**src/hdl/crs_pkg.sv**
```systemverilog
package crs_pkg;

    localparam int COORD_BITS = 24;
    localparam int T_BITS     = 16;

    localparam int AXES     = 3;
    localparam int POINTS   = 4;
    localparam int NUM_PROD = AXES * POINTS;

    // Multiplier operand A holds a coordinate or an unsigned power of t.
    localparam int MA_W  = (COORD_BITS > T_BITS + 1) ? COORD_BITS : T_BITS + 1;
    // Doubled basis weights stay well inside +/- 16 * 2^T_BITS.
    localparam int WGT_W = T_BITS + 5;
    localparam int PW    = MA_W + WGT_W;
    localparam int ACC_W = COORD_BITS + T_BITS + 8;
    localparam int QW    = ACC_W - T_BITS - 1;

    localparam int PC_W = 5;

    typedef logic signed [COORD_BITS-1:0] coord_t;
    typedef logic        [T_BITS-1:0]     frac_t;
    typedef logic signed [WGT_W-1:0]      wgt_t;
    typedef logic signed [ACC_W-1:0]      acc_t;
    typedef logic signed [QW-1:0]         quot_t;

    localparam logic       COMMAND_PUSH = 1'b0;
    localparam logic       COMMAND_EVAL = 1'b1;

    localparam wgt_t  TWO_S    = WGT_W'(1) << (T_BITS + 1);
    localparam acc_t  ACC_HALF = ACC_W'(1) << T_BITS;
    localparam quot_t Q_MAX    = QW'((64'(1) << (COORD_BITS - 1)) - 64'(1));
    localparam quot_t Q_MIN    = -Q_MAX - QW'(1);

    typedef enum logic [1:0] {
        MUL_NONE,
        MUL_TT,
        MUL_T2T,
        MUL_PH
    } mul_op_t;

    typedef enum logic [2:0] {
        JC_NEXT,
        JC_GOTO,
        JC_WAIT_IN,
        JC_IF_PUSH,
        JC_IF_SHORT,
        JC_WAIT_OUT
    } jc_t;

    // One microcode word.
    typedef struct packed {
        logic            in_take;
        mul_op_t         mul_op;
        logic [1:0]      mul_axis;
        logic [1:0]      mul_pt;
        logic            ld_t2;
        logic            ld_t3;
        logic            ld_h;
        logic            acc_en;
        logic            acc_load;
        logic [1:0]      acc_axis;
        logic            out_wr;
        logic            out_zero;
        logic            push_en;
        jc_t             jc;
        logic [PC_W-1:0] target;
    } ctl_t;

    typedef struct packed {
        logic in_valid;
        logic is_push;
        logic full;
        logic out_free;
    } sts_t;

    typedef struct packed {
        logic   ready_res;
        coord_t qx;
        coord_t qy;
        coord_t qz;
        logic   clipped;
    } res_t;

endpackage

```
**src/hdl/crs_in_if.sv**
```systemverilog
interface crs_in_if
    import crs_pkg::*;
();
    logic   valid;
    logic   ready;
    logic   command;
    coord_t px;
    coord_t py;
    coord_t pz;
    frac_t  param_t;

    modport source (output valid, command, px, py, pz, param_t, input ready);
    modport sink   (input valid, command, px, py, pz, param_t, output ready);
endinterface

```
**src/hdl/crs_out_if.sv**
```systemverilog
interface crs_out_if
    import crs_pkg::*;
();
    logic   valid;
    logic   ready;
    logic   ready_res;
    coord_t qx;
    coord_t qy;
    coord_t qz;
    logic   clipped;

    modport source (output valid, ready_res, qx, qy, qz, clipped, input ready);
    modport sink   (input valid, ready_res, qx, qy, qz, clipped, output ready);
endinterface

```
**src/hdl/catmull_rom_spline_eval.sv**
```systemverilog
// Uniform Catmull-Rom evaluator over a window of the last four control points, with
// signed Q15.8 coordinates and an unsigned Q0.16 parameter t. A push beat shifts a point
// into the window and returns nothing, occupying the block while it does so. An evaluate
// beat returns one result: with fewer than four points held it gives ready_res low and
// zero coordinates; otherwise the single shared multiplier forms t^2, t^3 and the
// twelve point-weight products in turn under control of the microcode sequencer.
// Results are rounded to nearest (ties up) and clamped, with clipped set when any axis
// hit the range limit. A result waiting in the output register holds the sequencer at
// its final step until it is taken.
module catmull_rom_spline_eval
    import crs_pkg::*;
(
    input  logic      clk,
    input  logic      rst_n,
    crs_in_if.sink    cmd,
    crs_out_if.source result
);

    ctl_t ctl;
    sts_t sts;

    crs_seq u_seq (
        .clk   (clk),
        .rst_n (rst_n),
        .sts   (sts),
        .ctl   (ctl)
    );

    crs_dp u_dp (
        .clk    (clk),
        .rst_n  (rst_n),
        .ctl    (ctl),
        .sts    (sts),
        .cmd    (cmd),
        .result (result)
    );

endmodule

```
**src/hdl/crs_seq.sv**
```systemverilog
module crs_seq
    import crs_pkg::*;
(
    input  logic clk,
    input  logic rst_n,
    input  sts_t sts,
    output ctl_t ctl
);

    localparam logic [PC_W-1:0] PC_WAIT     = PC_W'(0);
    localparam logic [PC_W-1:0] PC_DISPATCH = PC_W'(1);
    localparam logic [PC_W-1:0] PC_TSQ      = PC_W'(2);
    localparam logic [PC_W-1:0] PC_TCUBE    = PC_W'(3);
    localparam logic [PC_W-1:0] PC_T3       = PC_W'(4);
    localparam logic [PC_W-1:0] PC_WEIGHTS  = PC_W'(5);
    localparam logic [PC_W-1:0] PC_PROD0    = PC_W'(6);
    localparam logic [PC_W-1:0] PC_ACC_LAST = PC_W'(6 + NUM_PROD);
    localparam logic [PC_W-1:0] PC_FIN      = PC_W'(7 + NUM_PROD);
    localparam logic [PC_W-1:0] PC_PUSH     = PC_W'(8 + NUM_PROD);
    localparam logic [PC_W-1:0] PC_SHORT    = PC_W'(9 + NUM_PROD);
    localparam logic [PC_W-1:0] PC_LAST     = PC_SHORT;

    logic [PC_W-1:0] pc_reg;
    logic [PC_W-1:0] pc_next;

    // Control store. The product steps issue one multiply per step and the
    // accumulate of each product follows in the next step.
    function automatic ctl_t rom(input logic [PC_W-1:0] pc);
        ctl_t       w;
        logic [3:0] k;
        w        = '0;
        w.mul_op = MUL_NONE;
        w.jc     = JC_NEXT;
        w.target = PC_WAIT;
        k        = '0;
        if ((pc >= PC_PROD0) && (pc < PC_ACC_LAST))
        begin
            k          = 4'(pc - PC_PROD0);
            w.mul_op   = MUL_PH;
            w.mul_axis = k[3:2];
            w.mul_pt   = k[1:0];
        end
        if ((pc > PC_PROD0) && (pc <= PC_ACC_LAST))
        begin
            k          = 4'(pc - PC_PROD0 - PC_W'(1));
            w.acc_en   = 1'b1;
            w.acc_axis = k[3:2];
            w.acc_load = (k[1:0] == 2'd0);
        end
        unique case (pc)
            PC_WAIT:
            begin
                w.in_take = 1'b1;
                w.jc      = JC_WAIT_IN;
            end
            PC_DISPATCH:
            begin
                w.jc     = JC_IF_PUSH;
                w.target = PC_PUSH;
            end
            PC_TSQ:
            begin
                w.mul_op = MUL_TT;
                w.jc     = JC_IF_SHORT;
                w.target = PC_SHORT;
            end
            PC_TCUBE:
            begin
                w.mul_op = MUL_T2T;
                w.ld_t2  = 1'b1;
            end
            PC_T3:      w.ld_t3 = 1'b1;
            PC_WEIGHTS: w.ld_h  = 1'b1;
            PC_FIN:
            begin
                w.out_wr = 1'b1;
                w.jc     = JC_WAIT_OUT;
            end
            PC_PUSH:
            begin
                w.push_en = 1'b1;
                w.jc      = JC_GOTO;
            end
            PC_SHORT:
            begin
                w.out_wr   = 1'b1;
                w.out_zero = 1'b1;
                w.jc       = JC_WAIT_OUT;
            end
            default:
            begin
                if (pc > PC_LAST)
                begin
                    w.jc = JC_GOTO;
                end
            end
        endcase
        return w;
    endfunction

    assign ctl = rom(pc_reg);

    always_comb
    begin
        unique case (ctl.jc)
            JC_NEXT:     pc_next = pc_reg + PC_W'(1);
            JC_GOTO:     pc_next = ctl.target;
            JC_WAIT_IN:  pc_next = sts.in_valid ? pc_reg + PC_W'(1) : pc_reg;
            JC_IF_PUSH:  pc_next = sts.is_push ? ctl.target : pc_reg + PC_W'(1);
            JC_IF_SHORT: pc_next = !sts.full ? ctl.target : pc_reg + PC_W'(1);
            JC_WAIT_OUT: pc_next = sts.out_free ? ctl.target : pc_reg;
            default:     pc_next = PC_WAIT;
        endcase
    end

    always_ff @(posedge clk or negedge rst_n)
    begin
        if (!rst_n)
        begin
            pc_reg <= PC_WAIT;
        end
        else
        begin
            pc_reg <= pc_next;
        end
    end

    a_pc_in_program: assert property (@(posedge clk) disable iff (!rst_n)
        pc_reg <= PC_LAST)
        else $error("step counter left the program");

    a_fin_holds: assert property (@(posedge clk) disable iff (!rst_n)
        (pc_reg == PC_FIN) && !sts.out_free |=> pc_reg == PC_FIN)
        else $error("final step abandoned while the output register was busy");

    a_short_not_full: assert property (@(posedge clk) disable iff (!rst_n)
        (pc_reg == PC_SHORT) |-> !sts.full)
        else $error("not-ready result issued with a full window");

endmodule

```
**src/hdl/crs_dp.sv**
```systemverilog
module crs_dp
    import crs_pkg::*;
(
    input  logic       clk,
    input  logic       rst_n,
    input  ctl_t       ctl,
    output sts_t       sts,
    crs_in_if.sink     cmd,
    crs_out_if.source  result
);

    logic                  cmd_reg;
    coord_t                p_reg [AXES];
    frac_t                 t_reg;
    frac_t                 t2_reg;
    frac_t                 t3_reg;
    coord_t                win_reg [AXES][POINTS];
    logic [2:0]            points_reg;
    wgt_t                  h_reg [POINTS];
    logic signed [PW-1:0]  prod_reg;
    acc_t                  acc_reg [AXES];
    res_t                  res_reg;
    logic                  out_valid_reg;

    logic signed [MA_W-1:0] a_op;
    wgt_t                   b_op;
    wgt_t                   wt;
    wgt_t                   w2;
    wgt_t                   w3;
    wgt_t                   h_next [POINTS];
    frac_t                  t2_prod;
    acc_t                   addend;
    acc_t                   rnd [AXES];
    quot_t                  q [AXES];
    coord_t                 q_sat [AXES];
    logic [AXES-1:0]        sat;
    logic                   out_free;
    logic                   out_write;
    logic                   take;

    assign take      = cmd.valid && ctl.in_take;
    assign out_free  = !out_valid_reg || result.ready;
    assign out_write = ctl.out_wr && out_free;

    assign cmd.ready = ctl.in_take;

    assign sts.in_valid = cmd.valid;
    assign sts.is_push  = (cmd_reg == COMMAND_PUSH);
    assign sts.full     = points_reg[2];
    assign sts.out_free = out_free;

    assign t2_prod = prod_reg[2*T_BITS-1:T_BITS];

    always_comb
    begin
        unique case (ctl.mul_op)
            MUL_TT:
            begin
                a_op = MA_W'(t_reg);
                b_op = WGT_W'(t_reg);
            end
            MUL_T2T:
            begin
                a_op = MA_W'(t2_prod);
                b_op = WGT_W'(t_reg);
            end
            MUL_PH:
            begin
                a_op = MA_W'(win_reg[ctl.mul_axis][ctl.mul_pt]);
                b_op = h_reg[ctl.mul_pt];
            end
            default:
            begin
                a_op = '0;
                b_op = '0;
            end
        endcase
    end

    // Doubled Catmull-Rom basis from t, t^2 and t^3.
    always_comb
    begin
        wt = WGT_W'(t_reg);
        w2 = WGT_W'(t2_reg);
        w3 = WGT_W'(t3_reg);
        h_next[0] = -w3 + (w2 <<< 1) - wt;
        h_next[1] = (w3 <<< 1) + w3 - ((w2 <<< 2) + w2) + TWO_S;
        h_next[2] = -((w3 <<< 1) + w3) + (w2 <<< 2) + wt;
        h_next[3] = w3 - w2;
    end

    assign addend = ACC_W'(prod_reg);

    // Round half up, then clamp each axis to the coordinate range.
    always_comb
    begin
        for (int a = 0; a < AXES; a++)
        begin
            rnd[a] = acc_reg[a] + ACC_HALF;
            q[a]   = QW'(rnd[a] >>> (T_BITS + 1));
            if (q[a] > Q_MAX)
            begin
                q_sat[a] = COORD_BITS'(Q_MAX);
                sat[a]   = 1'b1;
            end
            else if (q[a] < Q_MIN)
            begin
                q_sat[a] = COORD_BITS'(Q_MIN);
                sat[a]   = 1'b1;
            end
            else
            begin
                q_sat[a] = COORD_BITS'(q[a]);
                sat[a]   = 1'b0;
            end
        end
    end

    always_ff @(posedge clk)
    begin
        if (take)
        begin
            cmd_reg  <= cmd.command;
            p_reg[0] <= cmd.px;
            p_reg[1] <= cmd.py;
            p_reg[2] <= cmd.pz;
            t_reg    <= cmd.param_t;
        end
        if (ctl.push_en)
        begin
            for (int a = 0; a < AXES; a++)
            begin
                for (int i = 0; i < POINTS - 1; i++)
                begin
                    win_reg[a][i] <= win_reg[a][i+1];
                end
                win_reg[a][POINTS-1] <= p_reg[a];
            end
        end
        if (ctl.mul_op != MUL_NONE)
        begin
            prod_reg <= a_op * b_op;
        end
        if (ctl.ld_t2)
        begin
            t2_reg <= t2_prod;
        end
        if (ctl.ld_t3)
        begin
            t3_reg <= t2_prod;
        end
        if (ctl.ld_h)
        begin
            h_reg <= h_next;
        end
        if (ctl.acc_en)
        begin
            acc_reg[ctl.acc_axis] <= ctl.acc_load ? addend
                                                  : acc_reg[ctl.acc_axis] + addend;
        end
        if (out_write)
        begin
            if (ctl.out_zero)
            begin
                res_reg <= '0;
            end
            else
            begin
                res_reg.ready_res <= 1'b1;
                res_reg.qx        <= q_sat[0];
                res_reg.qy        <= q_sat[1];
                res_reg.qz        <= q_sat[2];
                res_reg.clipped   <= |sat;
            end
        end
    end

    always_ff @(posedge clk or negedge rst_n)
    begin
        if (!rst_n)
        begin
            points_reg    <= 3'd0;
            out_valid_reg <= 1'b0;
        end
        else
        begin
            if (ctl.push_en && !points_reg[2])
            begin
                points_reg <= points_reg + 3'd1;
            end
            if (out_write)
            begin
                out_valid_reg <= 1'b1;
            end
            else if (result.ready)
            begin
                out_valid_reg <= 1'b0;
            end
        end
    end

    assign result.valid     = out_valid_reg;
    assign result.ready_res = res_reg.ready_res;
    assign result.qx        = res_reg.qx;
    assign result.qy        = res_reg.qy;
    assign result.qz        = res_reg.qz;
    assign result.clipped   = res_reg.clipped;

    a_points_bound: assert property (@(posedge clk) disable iff (!rst_n)
        points_reg <= 3'd4)
        else $error("point count above four");

    a_push_counts: assert property (@(posedge clk) disable iff (!rst_n)
        ctl.push_en && (points_reg != 3'd4) |=> points_reg == $past(points_reg) + 3'd1)
        else $error("push did not advance the point count");

    a_not_ready_zero: assert property (@(posedge clk) disable iff (!rst_n)
        out_valid_reg && !res_reg.ready_res |->
            (res_reg.qx == '0) && (res_reg.qy == '0) && (res_reg.qz == '0)
            && !res_reg.clipped)
        else $error("not-ready result carries nonzero fields");

endmodule

```
**src/flat_wrapper.sv**
```systemverilog
// flat-port wrapper written by rule: the top's interface ports become plain ports
module catmull_rom_spline_eval_flat import crs_pkg::*;
  (clk, rst_n, cmd_valid, cmd_command, cmd_px, cmd_py, cmd_pz, cmd_param_t, cmd_ready, result_valid, result_ready_res, result_qx, result_qy, result_qz, result_clipped, result_ready);
  crs_in_if cmd_i ();
  crs_out_if result_i ();
  input  logic clk;
  input  logic rst_n;
  input wire logic [$bits(cmd_i.valid)-1:0] cmd_valid;
  input wire logic [$bits(cmd_i.command)-1:0] cmd_command;
  input wire logic [$bits(cmd_i.px)-1:0] cmd_px;
  input wire logic [$bits(cmd_i.py)-1:0] cmd_py;
  input wire logic [$bits(cmd_i.pz)-1:0] cmd_pz;
  input wire logic [$bits(cmd_i.param_t)-1:0] cmd_param_t;
  output wire logic [$bits(cmd_i.ready)-1:0] cmd_ready;
  output wire logic [$bits(result_i.valid)-1:0] result_valid;
  output wire logic [$bits(result_i.ready_res)-1:0] result_ready_res;
  output wire logic [$bits(result_i.qx)-1:0] result_qx;
  output wire logic [$bits(result_i.qy)-1:0] result_qy;
  output wire logic [$bits(result_i.qz)-1:0] result_qz;
  output wire logic [$bits(result_i.clipped)-1:0] result_clipped;
  input wire logic [$bits(result_i.ready)-1:0] result_ready;
  assign cmd_i.valid = cmd_valid;
  assign cmd_i.command = cmd_command;
  assign cmd_i.px = cmd_px;
  assign cmd_i.py = cmd_py;
  assign cmd_i.pz = cmd_pz;
  assign cmd_i.param_t = cmd_param_t;
  assign cmd_ready = cmd_i.ready;
  assign result_valid = result_i.valid;
  assign result_ready_res = result_i.ready_res;
  assign result_qx = result_i.qx;
  assign result_qy = result_i.qy;
  assign result_qz = result_i.qz;
  assign result_clipped = result_i.clipped;
  assign result_i.ready = result_ready;
  catmull_rom_spline_eval u_core (.clk(clk), .rst_n(rst_n), .cmd(cmd_i), .result(result_i));
endmodule
```
**config.mk**
```make
export PLATFORM = sky130hd
export DESIGN_NAME = catmull_rom_spline_eval_flat
export DESIGN_NICKNAME = d
export VERILOG_FILES = /design/src/hdl/crs_pkg.sv /design/src/hdl/crs_in_if.sv /design/src/hdl/crs_out_if.sv /design/src/hdl/catmull_rom_spline_eval.sv /design/src/hdl/crs_seq.sv /design/src/hdl/crs_dp.sv /design/src/flat_wrapper.sv
export SDC_FILE = /design/constraint.sdc
export NUM_CORES = 2
export LEC_CHECK = 0
export ABC_AREA = 1
export BUFFER_PORTS_ARGS = -buffer_cell sky130_fd_sc_hd__buf_4
export CORE_UTILIZATION = 45
export DETAILED_ROUTE_END_ITERATION = 10
export HOLD_SLACK_MARGIN = 0.03
export MAX_ROUTING_LAYER = met4
export SYNTH_ARGS = -nofsm -noshare
export SYNTH_HDL_FRONTEND = slang
export SYNTH_SLANG_ARGS = --single-unit
```
**constraint.sdc**
```tcl
create_clock -name clk -period 54.5 [get_ports clk]
set_clock_uncertainty 0.2 [all_clocks]
set_input_delay 0 -clock clk [delete_from_list [all_inputs] [get_ports clk]]
set_output_delay 0 -clock clk [all_outputs]
set_load 0.01 [all_outputs]
```
==> reports/metrics.yaml <==
layout:
  drive_gt1_share_pct: 6.694
  fin_nets: 8000
  area_growth_syn_to_layout_pct: 12.68
  antenna_cells: 0
  largest_register_ffs: 288
routing:
  firstDrtPassIters: 6
  drtAntennaViolNets: 0
  wire_per_inst_um: 21.78
  drtIter0Drc: 4516
  viasPerCell: 5.403
  drc: 0
  postRouteWirelength_um: 194300
  vias: 48200
synth:
  synth_top_area_share_pct: 38.51
  synth_warnings: 0
  syn-num-nets: 7698
  synth_edf_count: 799
  synth_flop_cell: "edfxtp_1"
  synth_area_leaders: "edfxtp_1 (39%), fa_1 (18%), nand2_1 (8.0%)"
  syn-cell-area_sq_mm: 0.06231
  synth.avg_cell_area_sq_um: 9.233
  yosys.area.top_type: "edfxtp_1"
  synth-seq-cells: 808
  ys_async_sr_fraction_pct: 1.114
  synth_cells: 6748
  yosysUniqueCellTypes: 59
  seq_area_frac_synth_pct: 38.87
clocking:
  clk_pin_slew_ps: 60
  cts_made_buffers: 91
  cts.sinks: 808
  clk_latency_ps: 710
  clk_path_buf_depth: 3
  root_buffer: "clkbuf_16"
  htreeDepth: 3
  cts_tree: "built"
  post_cts_resized: 0
floorplan:
  die_x_um: 374.1
  initial_core_util_pct: 45.32
  ioPinCount: 169
  dieArea_sq_mm: 0.1400
  fp.dieH_um: 374.1
  coreArea_sq_mm: 0.1375
  core.rowCount: 136
run:
  cap_violations: 0
global_route:
  grt_first_pass_wirelength_um: 296500
  overflow: 0
  antenna_found_initial: 0
  grt_pass1_vias: 48340
  grt_max_degree: 102
  grtUsageTotal_pct: 28.87
critical_path:
  critPathRequiredTime_ps: 54740
  crit_type: "register to register"
  cpMostUsedCell: "inv_1"
  max_stage_delay_ps: 780
  r2r_setup_slack_ps: 42430
  endpoint_kind: "register"
  startpoint_type: "register"
  crit_arrival_ps: 12300
  path_max_fanout: 101
  slowest_stage: "fa_1"
timing:
  tightest_slew_ps: 1164
  fin_setup_tns_ps: 0
  max_freq_ghz: 0.08287
  hold_violations: 0
  period_share_pct: 22.14
  setup_viol: 0
  rsz0062_at_grt: "false"
  report.final.slew_viol_count: 0
  layout_min_cycle_time_ps: 12070
  slew_headroom_pct: 22.41
place:
  gp_congestion: 0.9877
  portBuffers: 168
  dp_hpwl_um: 146900
status:
  status: "finished clean"
worst_hold_path:
  hold_path_class: "input pin to async pin"
==> per-layer routing <==
metal  wire length, um  track usage, %
met5                 0               -
met4              7727           10.30
met3             12630           3.751
met2             89790           45.07
met1             84130           38.69
==> kinds of logic (layout without fill, tap and decap cells) <==
logic type | Yosys count | in the layout | synth area share (%)
fa+ha+maj | 857 | 857 | 23.86
buf+inv | 1440 | 1818 | 9.298
mux | 1 | 1 | 0.01807
simple gates | 2639 | 2639 | 17.77
compound gates | 786 | 786 | 7.135
xor+xnor | 217 | 217 | 3.050
flops | 808 | 808 | 38.87
==> placed cells by master, fill, tap and decap left out, types with 11 or more instances in the layout <==
| cell type | n |
|---|---|
| a21oi_1 | 261 |
| o211ai_1 | 25 |
| clkbuf_1 | 16 |
| nand3_1 | 573 |
| o21ai_1 | 15 |
| buf_4 | 237 |
| bufinv_16 | 13 |
| clkinv_2 | 11 |
| o21ai_0 | 249 |
| nand2_2 | 35 |
| o21bai_1 | 23 |
| fa_1 | 552 |
| a31oi_1 | 31 |
| edfxtp_1 | 799 |
| clkinv_1 | 16 |
| dlygate4sd3_1 | 183 |
| nor3_1 | 42 |
| nor2_1 | 564 |
| nand2_1 | 1332 |
| ha_1 | 305 |
| inv_1 | 1215 |
| nor4_1 | 13 |
| xnor2_1 | 91 |
| nand4_1 | 35 |
| clkbuf_16 | 91 |
| o22ai_1 | 116 |
| xor2_1 | 126 |
| a21o_1 | 13 |
==> cell usage after synthesis, types with 5 or more instances <==
master,instances
o211ai_2,6
o22ai_1,116
inv_1,1217
nand4_1,35
o21ai_1,20
dfrtp_1,9
xnor2_1,91
a31oi_1,31
clkbuf_1,67
nor2_1,571
nand3b_1,5
inv_2,10
ha_1,305
nand2_1,1332
nor3_1,45
a21o_1,13
a21oi_1,261
buf_4,29
o21ai_2,5
buf_6,20
a211oi_1,8
a21boi_0,5
buf_2,89
fa_1,552
o21a_1,9
edfxtp_1,799
nand3_1,573
or2_2,10
o211ai_1,25
xor2_1,126
o21ai_0,249
o21bai_1,23
nor4_1,13
nand2_2,35
==> through the flow <==
| step | utilization, % | setup WS [ps] | cell area [sq um] | hold slack [ps] | instances |
|---|---|---|---|---|---|
| finish | 51.06 | 42430 | 70210 | 130.2 | 8920 |
| global placement | 47.45 | 42840 | 65250 | -355.9 | 8568 |
| detailed placement | 47.45 | 42540 | 65250 | -356.0 | 8568 |
| global route | 51.06 | 41670 | 70210 | 141.0 | 8920 |
| floorplan | - | 31190 | 62310 | -495.6 | 6748 |
| CTS | 51.06 | 42500 | 70210 | 83.85 | 8920 |
==> layout make-up <==
class,instances,area (sq um)
clock buffer,107,2337
clock inverter,62,792.0
fill,12760,67290
inverter,1229,4621
multi-input combinational,4500,32380
sequential,808,24220
tap,1794,2245
timing repair buffer,420,3611
==> path summary, 6_finish.rpt <==
kind                       depth (start not counted)                         to               startpoint
setup / recovery                                  37   u_core.u_dp.prod_reg[44]   u_core.u_seq.pc_reg[0]
hold / removal                                     3     u_core.u_seq.pc_reg[4]                    rst_n
setup reg to reg                                  37   u_core.u_dp.prod_reg[44]   u_core.u_seq.pc_reg[0]
hold reg to reg                                    0  u_core.u_dp.win_reg[0][5]  u_core.u_dp.p_reg[0][5]
max in group asynchronous                          3  u_core.u_dp.points_reg[0]                    rst_n
min in group clk                                   5     u_core.u_seq.pc_reg[0]                cmd_valid
==> worst max-delay path, delay by kind of cell, from the launching register on <==
| family | cells | cell delay (ps) |
|---|---|---|
| flops | 1 | 320 |
| xor+xnor | 1 | 60 |
| compound gates | 2 | 1060 |
| fa+ha+maj | 10 | 5000 |
| simple gates | 11 | 2570 |
| buf+inv | 13 | 2570 |
==> timing repair <==
action | 4_1_cts | 5_1_grt
setup buffers | 0 | 0
hold buffers | 183 | 0
endpoints found under the hold margin | 128 | 0
Power is left out: the tool's default activity adds up to more than one toggle a clock period on the data nets, which glitch-free logic cannot reach.
